--- src/sliding_window_maximum_top_defines.svh ---
// Assertion macros used by the sliding window maximum control block (swm_ctrl)
`ifndef SLIDING_WINDOW_MAXIMUM_TOP_DEFINES_SVH
`define SLIDING_WINDOW_MAXIMUM_TOP_DEFINES_SVH

// same-cycle implication, clocked on i_clk, off while i_rst_n is low
`define SWM_ASSERT_NOW(lbl, ante, cons, msg) \
    lbl: assert property (@(posedge i_clk) disable iff (!i_rst_n) (ante) |-> (cons)) \
        else $error(msg);

// next-cycle implication, clocked on i_clk, off while i_rst_n is low
`define SWM_ASSERT_NEXT(lbl, ante, cons, msg) \
    lbl: assert property (@(posedge i_clk) disable iff (!i_rst_n) (ante) |=> (cons)) \
        else $error(msg);

`endif

--- src/swm_pkg.sv ---
// Package: shared constants for the sliding window maximum filter
`timescale 1ns / 1ps

package swm_pkg;

    localparam int WINDOW_MAX_DEF  = 64;
    localparam int SAMPLE_BITS_DEF = 16;
    localparam int CFG_W           = 7;

endpackage

--- src/sliding_window_maximum_top.sv ---
// Top level: sliding window maximum filter built as a chain of window cells
//
// Input channel: i_in_valid / o_in_stall carry one item (i_sample, i_restart).
// An item is taken at a rising edge with i_in_valid high and o_in_stall low.
// Output channel: o_out_valid / i_out_stall carry o_window_max.
// Window length is written through i_cfg_we / i_cfg_window_len; the user must
// do so only while idle, the block does not check it; zero acts as one, values
// above WINDOW_MAX act as WINDOW_MAX. Each taken sample shifts into the head
// of the cell chain. If the sequence now holds at least window-length
// samples, a search token walks the whole chain, one cell per cycle, folding
// in the newest window-length samples. The result passes through the inject
// register, every cell of the chain, a hold register and the output register.
// An item that yields a result blocks input until that result has left the
// hold register; an item without a result does not block. i_restart starts
// a new sequence at that item. A result held in the output register under
// i_out_stall does not block the next item; a second finished result waits
// in the hold register and input stalls until it moves on.
// Reset (synchronous, active low) empties the pipeline, clears the fill
// count and sets the window length to one; stored samples are not cleared.
`timescale 1ns / 1ps

module sliding_window_maximum_top
    import swm_pkg::*;
#(
    parameter int WINDOW_MAX  = WINDOW_MAX_DEF,
    parameter int SAMPLE_BITS = SAMPLE_BITS_DEF
) (
    input  logic                          i_clk,
    input  logic                          i_rst_n,
    input  logic                          i_cfg_we,
    input  logic        [CFG_W-1:0]       i_cfg_window_len,
    input  logic                          i_in_valid,
    output logic                          o_in_stall,
    input  logic signed [SAMPLE_BITS-1:0] i_sample,
    input  logic                          i_restart,
    output logic                          o_out_valid,
    input  logic                          i_out_stall,
    output logic signed [SAMPLE_BITS-1:0] o_window_max
);

    localparam int LEN_W = $clog2(WINDOW_MAX + 1);

    logic                          w_shift;
    logic signed [SAMPLE_BITS-1:0] w_s  [0:WINDOW_MAX];
    logic                          w_tv [0:WINDOW_MAX];
    logic        [LEN_W-1:0]       w_tl [0:WINDOW_MAX];
    logic signed [SAMPLE_BITS-1:0] w_tm [0:WINDOW_MAX];

    assign w_s[0] = i_sample;

    swm_ctrl #(
        .WINDOW_MAX  (WINDOW_MAX),
        .SAMPLE_BITS (SAMPLE_BITS),
        .LEN_W       (LEN_W)
    ) u_ctrl (
        .i_clk            (i_clk),
        .i_rst_n          (i_rst_n),
        .i_cfg_we         (i_cfg_we),
        .i_cfg_window_len (i_cfg_window_len),
        .i_in_valid       (i_in_valid),
        .o_in_stall       (o_in_stall),
        .i_restart        (i_restart),
        .o_out_valid      (o_out_valid),
        .i_out_stall      (i_out_stall),
        .o_window_max     (o_window_max),
        .o_shift          (w_shift),
        .o_inj_valid      (w_tv[0]),
        .o_inj_left       (w_tl[0]),
        .o_inj_max        (w_tm[0]),
        .i_tail_valid     (w_tv[WINDOW_MAX]),
        .i_tail_left      (w_tl[WINDOW_MAX]),
        .i_tail_max       (w_tm[WINDOW_MAX])
    );

    for (genvar g = 0; g < WINDOW_MAX; g++) begin : g_cell
        swm_cell #(
            .SAMPLE_BITS (SAMPLE_BITS),
            .LEN_W       (LEN_W)
        ) u_cell (
            .i_clk       (i_clk),
            .i_rst_n     (i_rst_n),
            .i_shift     (w_shift),
            .i_sample    (w_s[g]),
            .o_sample    (w_s[g+1]),
            .i_tok_valid (w_tv[g]),
            .i_tok_left  (w_tl[g]),
            .i_tok_max   (w_tm[g]),
            .o_tok_valid (w_tv[g+1]),
            .o_tok_left  (w_tl[g+1]),
            .o_tok_max   (w_tm[g+1])
        );
    end

endmodule

--- src/swm_cell.sv ---
// One window cell: holds a sample and folds it into a passing search token
`timescale 1ns / 1ps

module swm_cell
    import swm_pkg::*;
#(
    parameter int SAMPLE_BITS = SAMPLE_BITS_DEF,
    parameter int LEN_W       = 7
) (
    input  logic                          i_clk,
    input  logic                          i_rst_n,
    input  logic                          i_shift,
    input  logic signed [SAMPLE_BITS-1:0] i_sample,
    output logic signed [SAMPLE_BITS-1:0] o_sample,
    input  logic                          i_tok_valid,
    input  logic        [LEN_W-1:0]       i_tok_left,
    input  logic signed [SAMPLE_BITS-1:0] i_tok_max,
    output logic                          o_tok_valid,
    output logic        [LEN_W-1:0]       o_tok_left,
    output logic signed [SAMPLE_BITS-1:0] o_tok_max
);

    logic signed [SAMPLE_BITS-1:0] r_s;
    logic                          r_tv;
    logic        [LEN_W-1:0]       r_tl;
    logic signed [SAMPLE_BITS-1:0] r_tm;
    logic                          w_take;

    assign w_take = (i_tok_left != '0) && (r_s > i_tok_max);

    always_ff @(posedge i_clk) begin
        if (i_shift) begin
            r_s <= i_sample;
        end
        r_tl <= (i_tok_left != '0) ? i_tok_left - LEN_W'(1) : i_tok_left;
        r_tm <= w_take ? r_s : i_tok_max;
    end

    always_ff @(posedge i_clk) begin
        if (!i_rst_n) begin
            r_tv <= 1'b0;
        end else begin
            r_tv <= i_tok_valid;
        end
    end

    assign o_sample    = r_s;
    assign o_tok_valid = r_tv;
    assign o_tok_left  = r_tl;
    assign o_tok_max   = r_tm;

endmodule

--- src/swm_ctrl.sv ---
// Control: window length register, fill count, scan launch and output register
`timescale 1ns / 1ps
`include "sliding_window_maximum_top_defines.svh"

module swm_ctrl
    import swm_pkg::*;
#(
    parameter int WINDOW_MAX  = WINDOW_MAX_DEF,
    parameter int SAMPLE_BITS = SAMPLE_BITS_DEF,
    parameter int LEN_W       = $clog2(WINDOW_MAX + 1)
) (
    input  logic                          i_clk,
    input  logic                          i_rst_n,
    input  logic                          i_cfg_we,
    input  logic        [CFG_W-1:0]       i_cfg_window_len,
    input  logic                          i_in_valid,
    output logic                          o_in_stall,
    input  logic                          i_restart,
    output logic                          o_out_valid,
    input  logic                          i_out_stall,
    output logic signed [SAMPLE_BITS-1:0] o_window_max,
    output logic                          o_shift,
    output logic                          o_inj_valid,
    output logic        [LEN_W-1:0]       o_inj_left,
    output logic signed [SAMPLE_BITS-1:0] o_inj_max,
    input  logic                          i_tail_valid,
    input  logic        [LEN_W-1:0]       i_tail_left,
    input  logic signed [SAMPLE_BITS-1:0] i_tail_max
);

    localparam int               CMP_W    = (CFG_W > LEN_W) ? CFG_W : LEN_W;
    localparam logic [LEN_W-1:0] FILL_MAX = LEN_W'(WINDOW_MAX);

    logic        [CFG_W-1:0]       r_len;
    logic        [LEN_W-1:0]       r_fill;
    logic        [LEN_W-1:0]       n_fill;
    logic        [LEN_W-1:0]       w_base;
    logic        [LEN_W-1:0]       w_len_eff;
    logic        [CMP_W-1:0]       w_len_cmp;
    logic                          r_scan;
    logic                          r_inj;
    logic                          r_res_valid;
    logic signed [SAMPLE_BITS-1:0] r_res;
    logic                          r_out_valid;
    logic signed [SAMPLE_BITS-1:0] r_out;
    logic                          w_accept;
    logic                          w_due;
    logic                          w_out_free;

    assign w_len_cmp = CMP_W'(r_len);

    always_comb begin
        priority if (r_len == '0) begin
            w_len_eff = LEN_W'(1);
        end else if (w_len_cmp > CMP_W'(WINDOW_MAX)) begin
            w_len_eff = FILL_MAX;
        end else begin
            w_len_eff = LEN_W'(w_len_cmp);
        end
    end

    assign o_in_stall = r_scan | r_res_valid;
    assign w_accept   = i_in_valid & ~o_in_stall;
    assign w_base     = i_restart ? '0 : r_fill;
    assign n_fill     = (w_base < FILL_MAX) ? w_base + LEN_W'(1) : w_base;
    assign w_due      = (n_fill >= w_len_eff);
    assign w_out_free = ~r_out_valid | ~i_out_stall;

    always_ff @(posedge i_clk) begin
        if (!i_rst_n) begin
            r_len       <= CFG_W'(1);
            r_fill      <= '0;
            r_scan      <= 1'b0;
            r_inj       <= 1'b0;
            r_res_valid <= 1'b0;
            r_out_valid <= 1'b0;
        end else begin
            if (i_cfg_we) begin
                r_len <= i_cfg_window_len;
            end
            if (w_accept) begin
                r_fill <= n_fill;
            end
            r_inj <= w_accept & w_due;
            if (w_accept && w_due) begin
                r_scan <= 1'b1;
            end else if (i_tail_valid) begin
                r_scan <= 1'b0;
            end
            if (i_tail_valid) begin
                r_res_valid <= 1'b1;
            end else if (w_out_free) begin
                r_res_valid <= 1'b0;
            end
            if (w_out_free) begin
                r_out_valid <= r_res_valid;
            end
        end
    end

    always_ff @(posedge i_clk) begin
        if (i_tail_valid) begin
            r_res <= i_tail_max;
        end
        if (w_out_free && r_res_valid) begin
            r_out <= r_res;
        end
    end

    assign o_shift      = w_accept;
    assign o_inj_valid  = r_inj;
    assign o_inj_left   = w_len_eff;
    assign o_inj_max    = {1'b1, {(SAMPLE_BITS-1){1'b0}}};
    assign o_out_valid  = r_out_valid;
    assign o_window_max = r_out;

    `SWM_ASSERT_NOW(a_tail_in_scan, i_tail_valid, r_scan, "token left the chain outside a scan")
    `SWM_ASSERT_NOW(a_tail_spent, i_tail_valid, i_tail_left == '0, "token exits with cells unsearched")
    `SWM_ASSERT_NEXT(a_scan_start, w_accept && w_due, r_scan && r_inj, "scan did not start")
    `SWM_ASSERT_NOW(a_fill_cap, 1'b1, r_fill <= FILL_MAX, "fill count beyond window depth")
    `SWM_ASSERT_NOW(a_res_after_scan, r_res_valid, !r_scan, "result held while scan still running")

endmodule

--- config.mk ---
export PLATFORM = sky130hd
export DESIGN_NAME = sliding_window_maximum_top
export DESIGN_NICKNAME = d
export VERILOG_FILES = /design/src/swm_pkg.sv /design/src/sliding_window_maximum_top.sv /design/src/swm_cell.sv /design/src/swm_ctrl.sv
export VERILOG_INCLUDE_DIRS = /design/src /design/src/src
export SDC_FILE = /design/constraint.sdc
export NUM_CORES = 2
export LEC_CHECK = 0
export BUFFER_PORTS_ARGS = -buffer_cell sky130_fd_sc_hd__clkbuf_2
export CORE_UTILIZATION = 69
export CTS_CLUSTER_DIAMETER = 100
export DETAILED_ROUTE_END_ITERATION = 8
export GPL_TIMING_DRIVEN = 0
export PLACE_DENSITY = 0.86
export SKIP_CTS_REPAIR_TIMING = 1
export SYNTH_ARGS = -nofsm -noshare
export SYNTH_HDL_FRONTEND = slang
export SYNTH_SLANG_ARGS = --single-unit
--- constraint.sdc ---
create_clock -name i_clk -period 93.9 [get_ports i_clk]
set_input_delay 18.78 -clock i_clk [delete_from_list [all_inputs] [get_ports i_clk]]
set_output_delay 18.78 -clock i_clk [all_outputs]
set_load 0.01 [all_outputs]
==> impl_metrics.tcl <==
set metrics [dict create \
    status "complete, but fails checks" \
    violations "DRC" \
    yosysMostFrequentCell "dfxtp_1" \
    synth_top_area_cell "edfxtp_1" \
    synthDistinctLibCells 76 \
    grt_usage_pct 27.2 \
    routedWlPerCell_um 19.0 \
    worst-path-max-fanout 41 \
    start_kind "input pin" \
    fin_area_um2 127000 \
    max_freq_ghz 0.0472 \
    hold_class "flip-flop to flip-flop" \
    max-clock-path-buffers 4 \
    yosysWarnings 0 \
    ant_nets 0 \
    setup_violations 0 \
    end_kind "flip-flop" \
    worst_slack_ns 72.72 \
    wl_met1_um 90100 \
    drt-initial-drc-count 4363 \
    dp.final_hpwl_um 157000 \
    final.period_utilization_pct 22.6 \
    grt-ovfl-total 0 \
    place_area_um2 119000 \
    synthTopCellsByArea "edfxtp_1, dfxtp_1, ha_1" \
    synth_edf_count 1056 \
    area_growth_pct 10.6 \
    syn_area_um2 115000 \
    wl_met3_um 8280 \
    relSlewSlack_pct 19.2 \
    drc_errors 4 \
    final-hold-violation-count 0 \
    seq_area_frac_synth_pct 54.5 \
    wl_met2_um 124000 \
    clk_pin_slew_ns 0.06 \
    synthTopCellsByCount "dfxtp_1, inv_1, ha_1, edfxtp_1, mux2_2" \
    die_x_um 410 \
    die_h_um 410 \
    synthArstFlopShare_pct 0 \
    ioPinCount 47 \
    antenna_found_initial 2 \
    nets 10852 \
    rsz0062_at_grt "false" \
    port_buffers 45 \
    syn_area_per_cell_um2 12.3 \
    vias 70227 \
    finalNonFillerCells 12078 \
    top_layer_used "met5" \
    cts_tree "yes" \
    period_minus_slack_ns 21.18 \
    num_rows 149 \
    dieArea_um2 168000 \
    p_per_area_nw_per_um2 35.9 \
    tightest_slew_ns 1.20 \
    final_core_util_pct 77.0 \
    grt_pass1_vias 75279 \
    grt_pass1_wl_um 377000 \
    core_area_um2 165000 \
    cts_max_level 5 \
    synth_top_area_share_pct 27.6 \
    peakVddDrop_v 0.0000275 \
    routed_wl_um 229000 \
    layout-drive-gt1-share_pct 16.6 \
    clk_latency_ns 0.93 \
    crit_type "input pin to flip-flop" \
    hold_ws_ns 0.407 \
    firstDrtPassIters 8 \
    required_ns 94.50 \
    power_mw 4.57 \
    fill_cells 9109 \
    cts_root_buf "clkbuf_16" \
    cts_buffers 276 \
    vias_per_cell 5.81 \
    initial_core_util_pct 69.7 \
    leakage_nw 56.0 \
    cts_num_sinks 2603 \
    place.gp.congestion 0.867 \
    grt_start_max_net_pins 44 \
    synth_cells 9330 \
    setup_tns_ns 0 \
    synth_flop_cell "dfxtp_1" \
    critPathArrivalTime_ns 21.78 \
    maxCapViolations 0 \
    skew_ns 0.0467 \
    drv_slew 0 \
    synth_nets 10500 \
    dp_slack_ns 71.81 \
    dp_cells 11593 \
    yosys_register_bits 2603 \
]
cells by family (layout without fill, tap and decap cells):
logic type,count (synthesis),after routing,share of synthesized area [%]
flip-flops,2603,2603,54.5
AND/OR/NAND/NOR,1798,1798,8.33
buffers and inverters,1395,1953,4.83
adder cells (fa/ha/maj),1141,1141,12.4
multiplexers,1063,1063,11.6
AO/OA/AOI/OAI,1011,1011,5.96
XOR/XNOR,319,319,2.43
other,0,1,0
path summary, 6_finish.rpt:
check             depth (start not counted)                            start                             end  slack [ns]
hold reg to reg                           0  g_cell[63].u_cell.o_tok_max[14]                u_ctrl.r_res[14]        0.41
setup reg to reg                         10               u_ctrl.r_res_valid  g_cell[15].u_cell.o_sample[11]       90.10
setup / recovery                         11                       i_in_valid  g_cell[15].u_cell.o_sample[11]       72.72
hold / removal                            0  g_cell[63].u_cell.o_tok_max[14]                u_ctrl.r_res[14]        0.41
routing by layer:
| metal | up-vias | track usage, % |
|---|---|---|
| met5 | - | 0 |
| met4 | 2 | 10.0 |
| met3 | 618 | 3.70 |
| met2 | 1572 | 51.6 |
| met1 | 34410 | 30.8 |
| li1 | 33625 | - |
final cells by class:
type | count | area, um^2 | area share (%)
diodes | 1 | 2.50 | 0.00197
plain buffers | 150 | 887 | 0.697
clock buffers | 392 | 7770 | 6.11
clock inverters | 92 | 813 | 0.639
inverters | 1245 | 4670 | 3.67
multi-input cells | 5332 | 46800 | 36.8
flip-flops and latches | 2603 | 62700 | 49.3
well taps | 2189 | 2740 | 2.15
repair buffers | 74 | 821 | 0.645
report_power, final:
part | internal, mW | switching [mW] | leakage (nW)
Clock | 0.612 | 0.432 | 4.22
Combinational | 0.870 | 0.824 | 28.6
Sequential | 1.56 | 0.268 | 23.2
cell usage in the layout (no fill, tap or decap), types with 32 or more instances in the layout:
cell type	netlist	final
a211oi_1	71	71
a21o_1	184	184
a21oi_1	319	319
and2_1	64	64
and3_1	32	32
and3b_1	56	56
clkbuf_1	74	155
clkbuf_16	0	283
clkbuf_2	0	45
clkinv_2	0	43
dfxtp_1	1547	1547
edfxtp_1	1056	1056
ha_1	1141	1141
inv_1	1245	1245
mux2_2	703	703
mux2_4	270	270
mux2i_1	40	40
nand2_1	287	287
nand3_1	164	164
nand3b_1	47	47
nand4_1	122	122
nor2_1	521	521
nor2b_1	70	70
nor3_1	181	181
nor3b_1	40	40
nor4_1	83	83
o211ai_1	64	64
o21ai_0	138	138
xnor2_1	253	253
xor2_1	66	66
registers in the layout, summed over array words and instances (netlist names):
name / cells
u_ctrl.o_window_max: 16
g_cell.u_cell.o_sample: 1024
u_ctrl.r_fill: 7
u_ctrl.o_out_valid: 1
u_ctrl.r_res_valid: 1
g_cell.u_cell.o_tok_left: 441
u_ctrl.r_res: 16
g_cell.u_cell.o_tok_valid: 64
g_cell.u_cell.o_tok_max: 1024
u_ctrl.o_inj_valid: 1
u_ctrl.r_len: 7
u_ctrl.r_scan: 1
worst max-delay path, cell delays in order:
cell      delay, ns
clkbuf_2       0.07
inv_1          0.03
nor2_1         0.21
buf_2          0.79
buf_12         0.30
buf_12         0.24
buf_12         0.22
buf_12         0.23
buf_12         0.27
buf_12         0.25
buf_12         0.25
No activity file was read; power rests on OpenSTA's default activity.
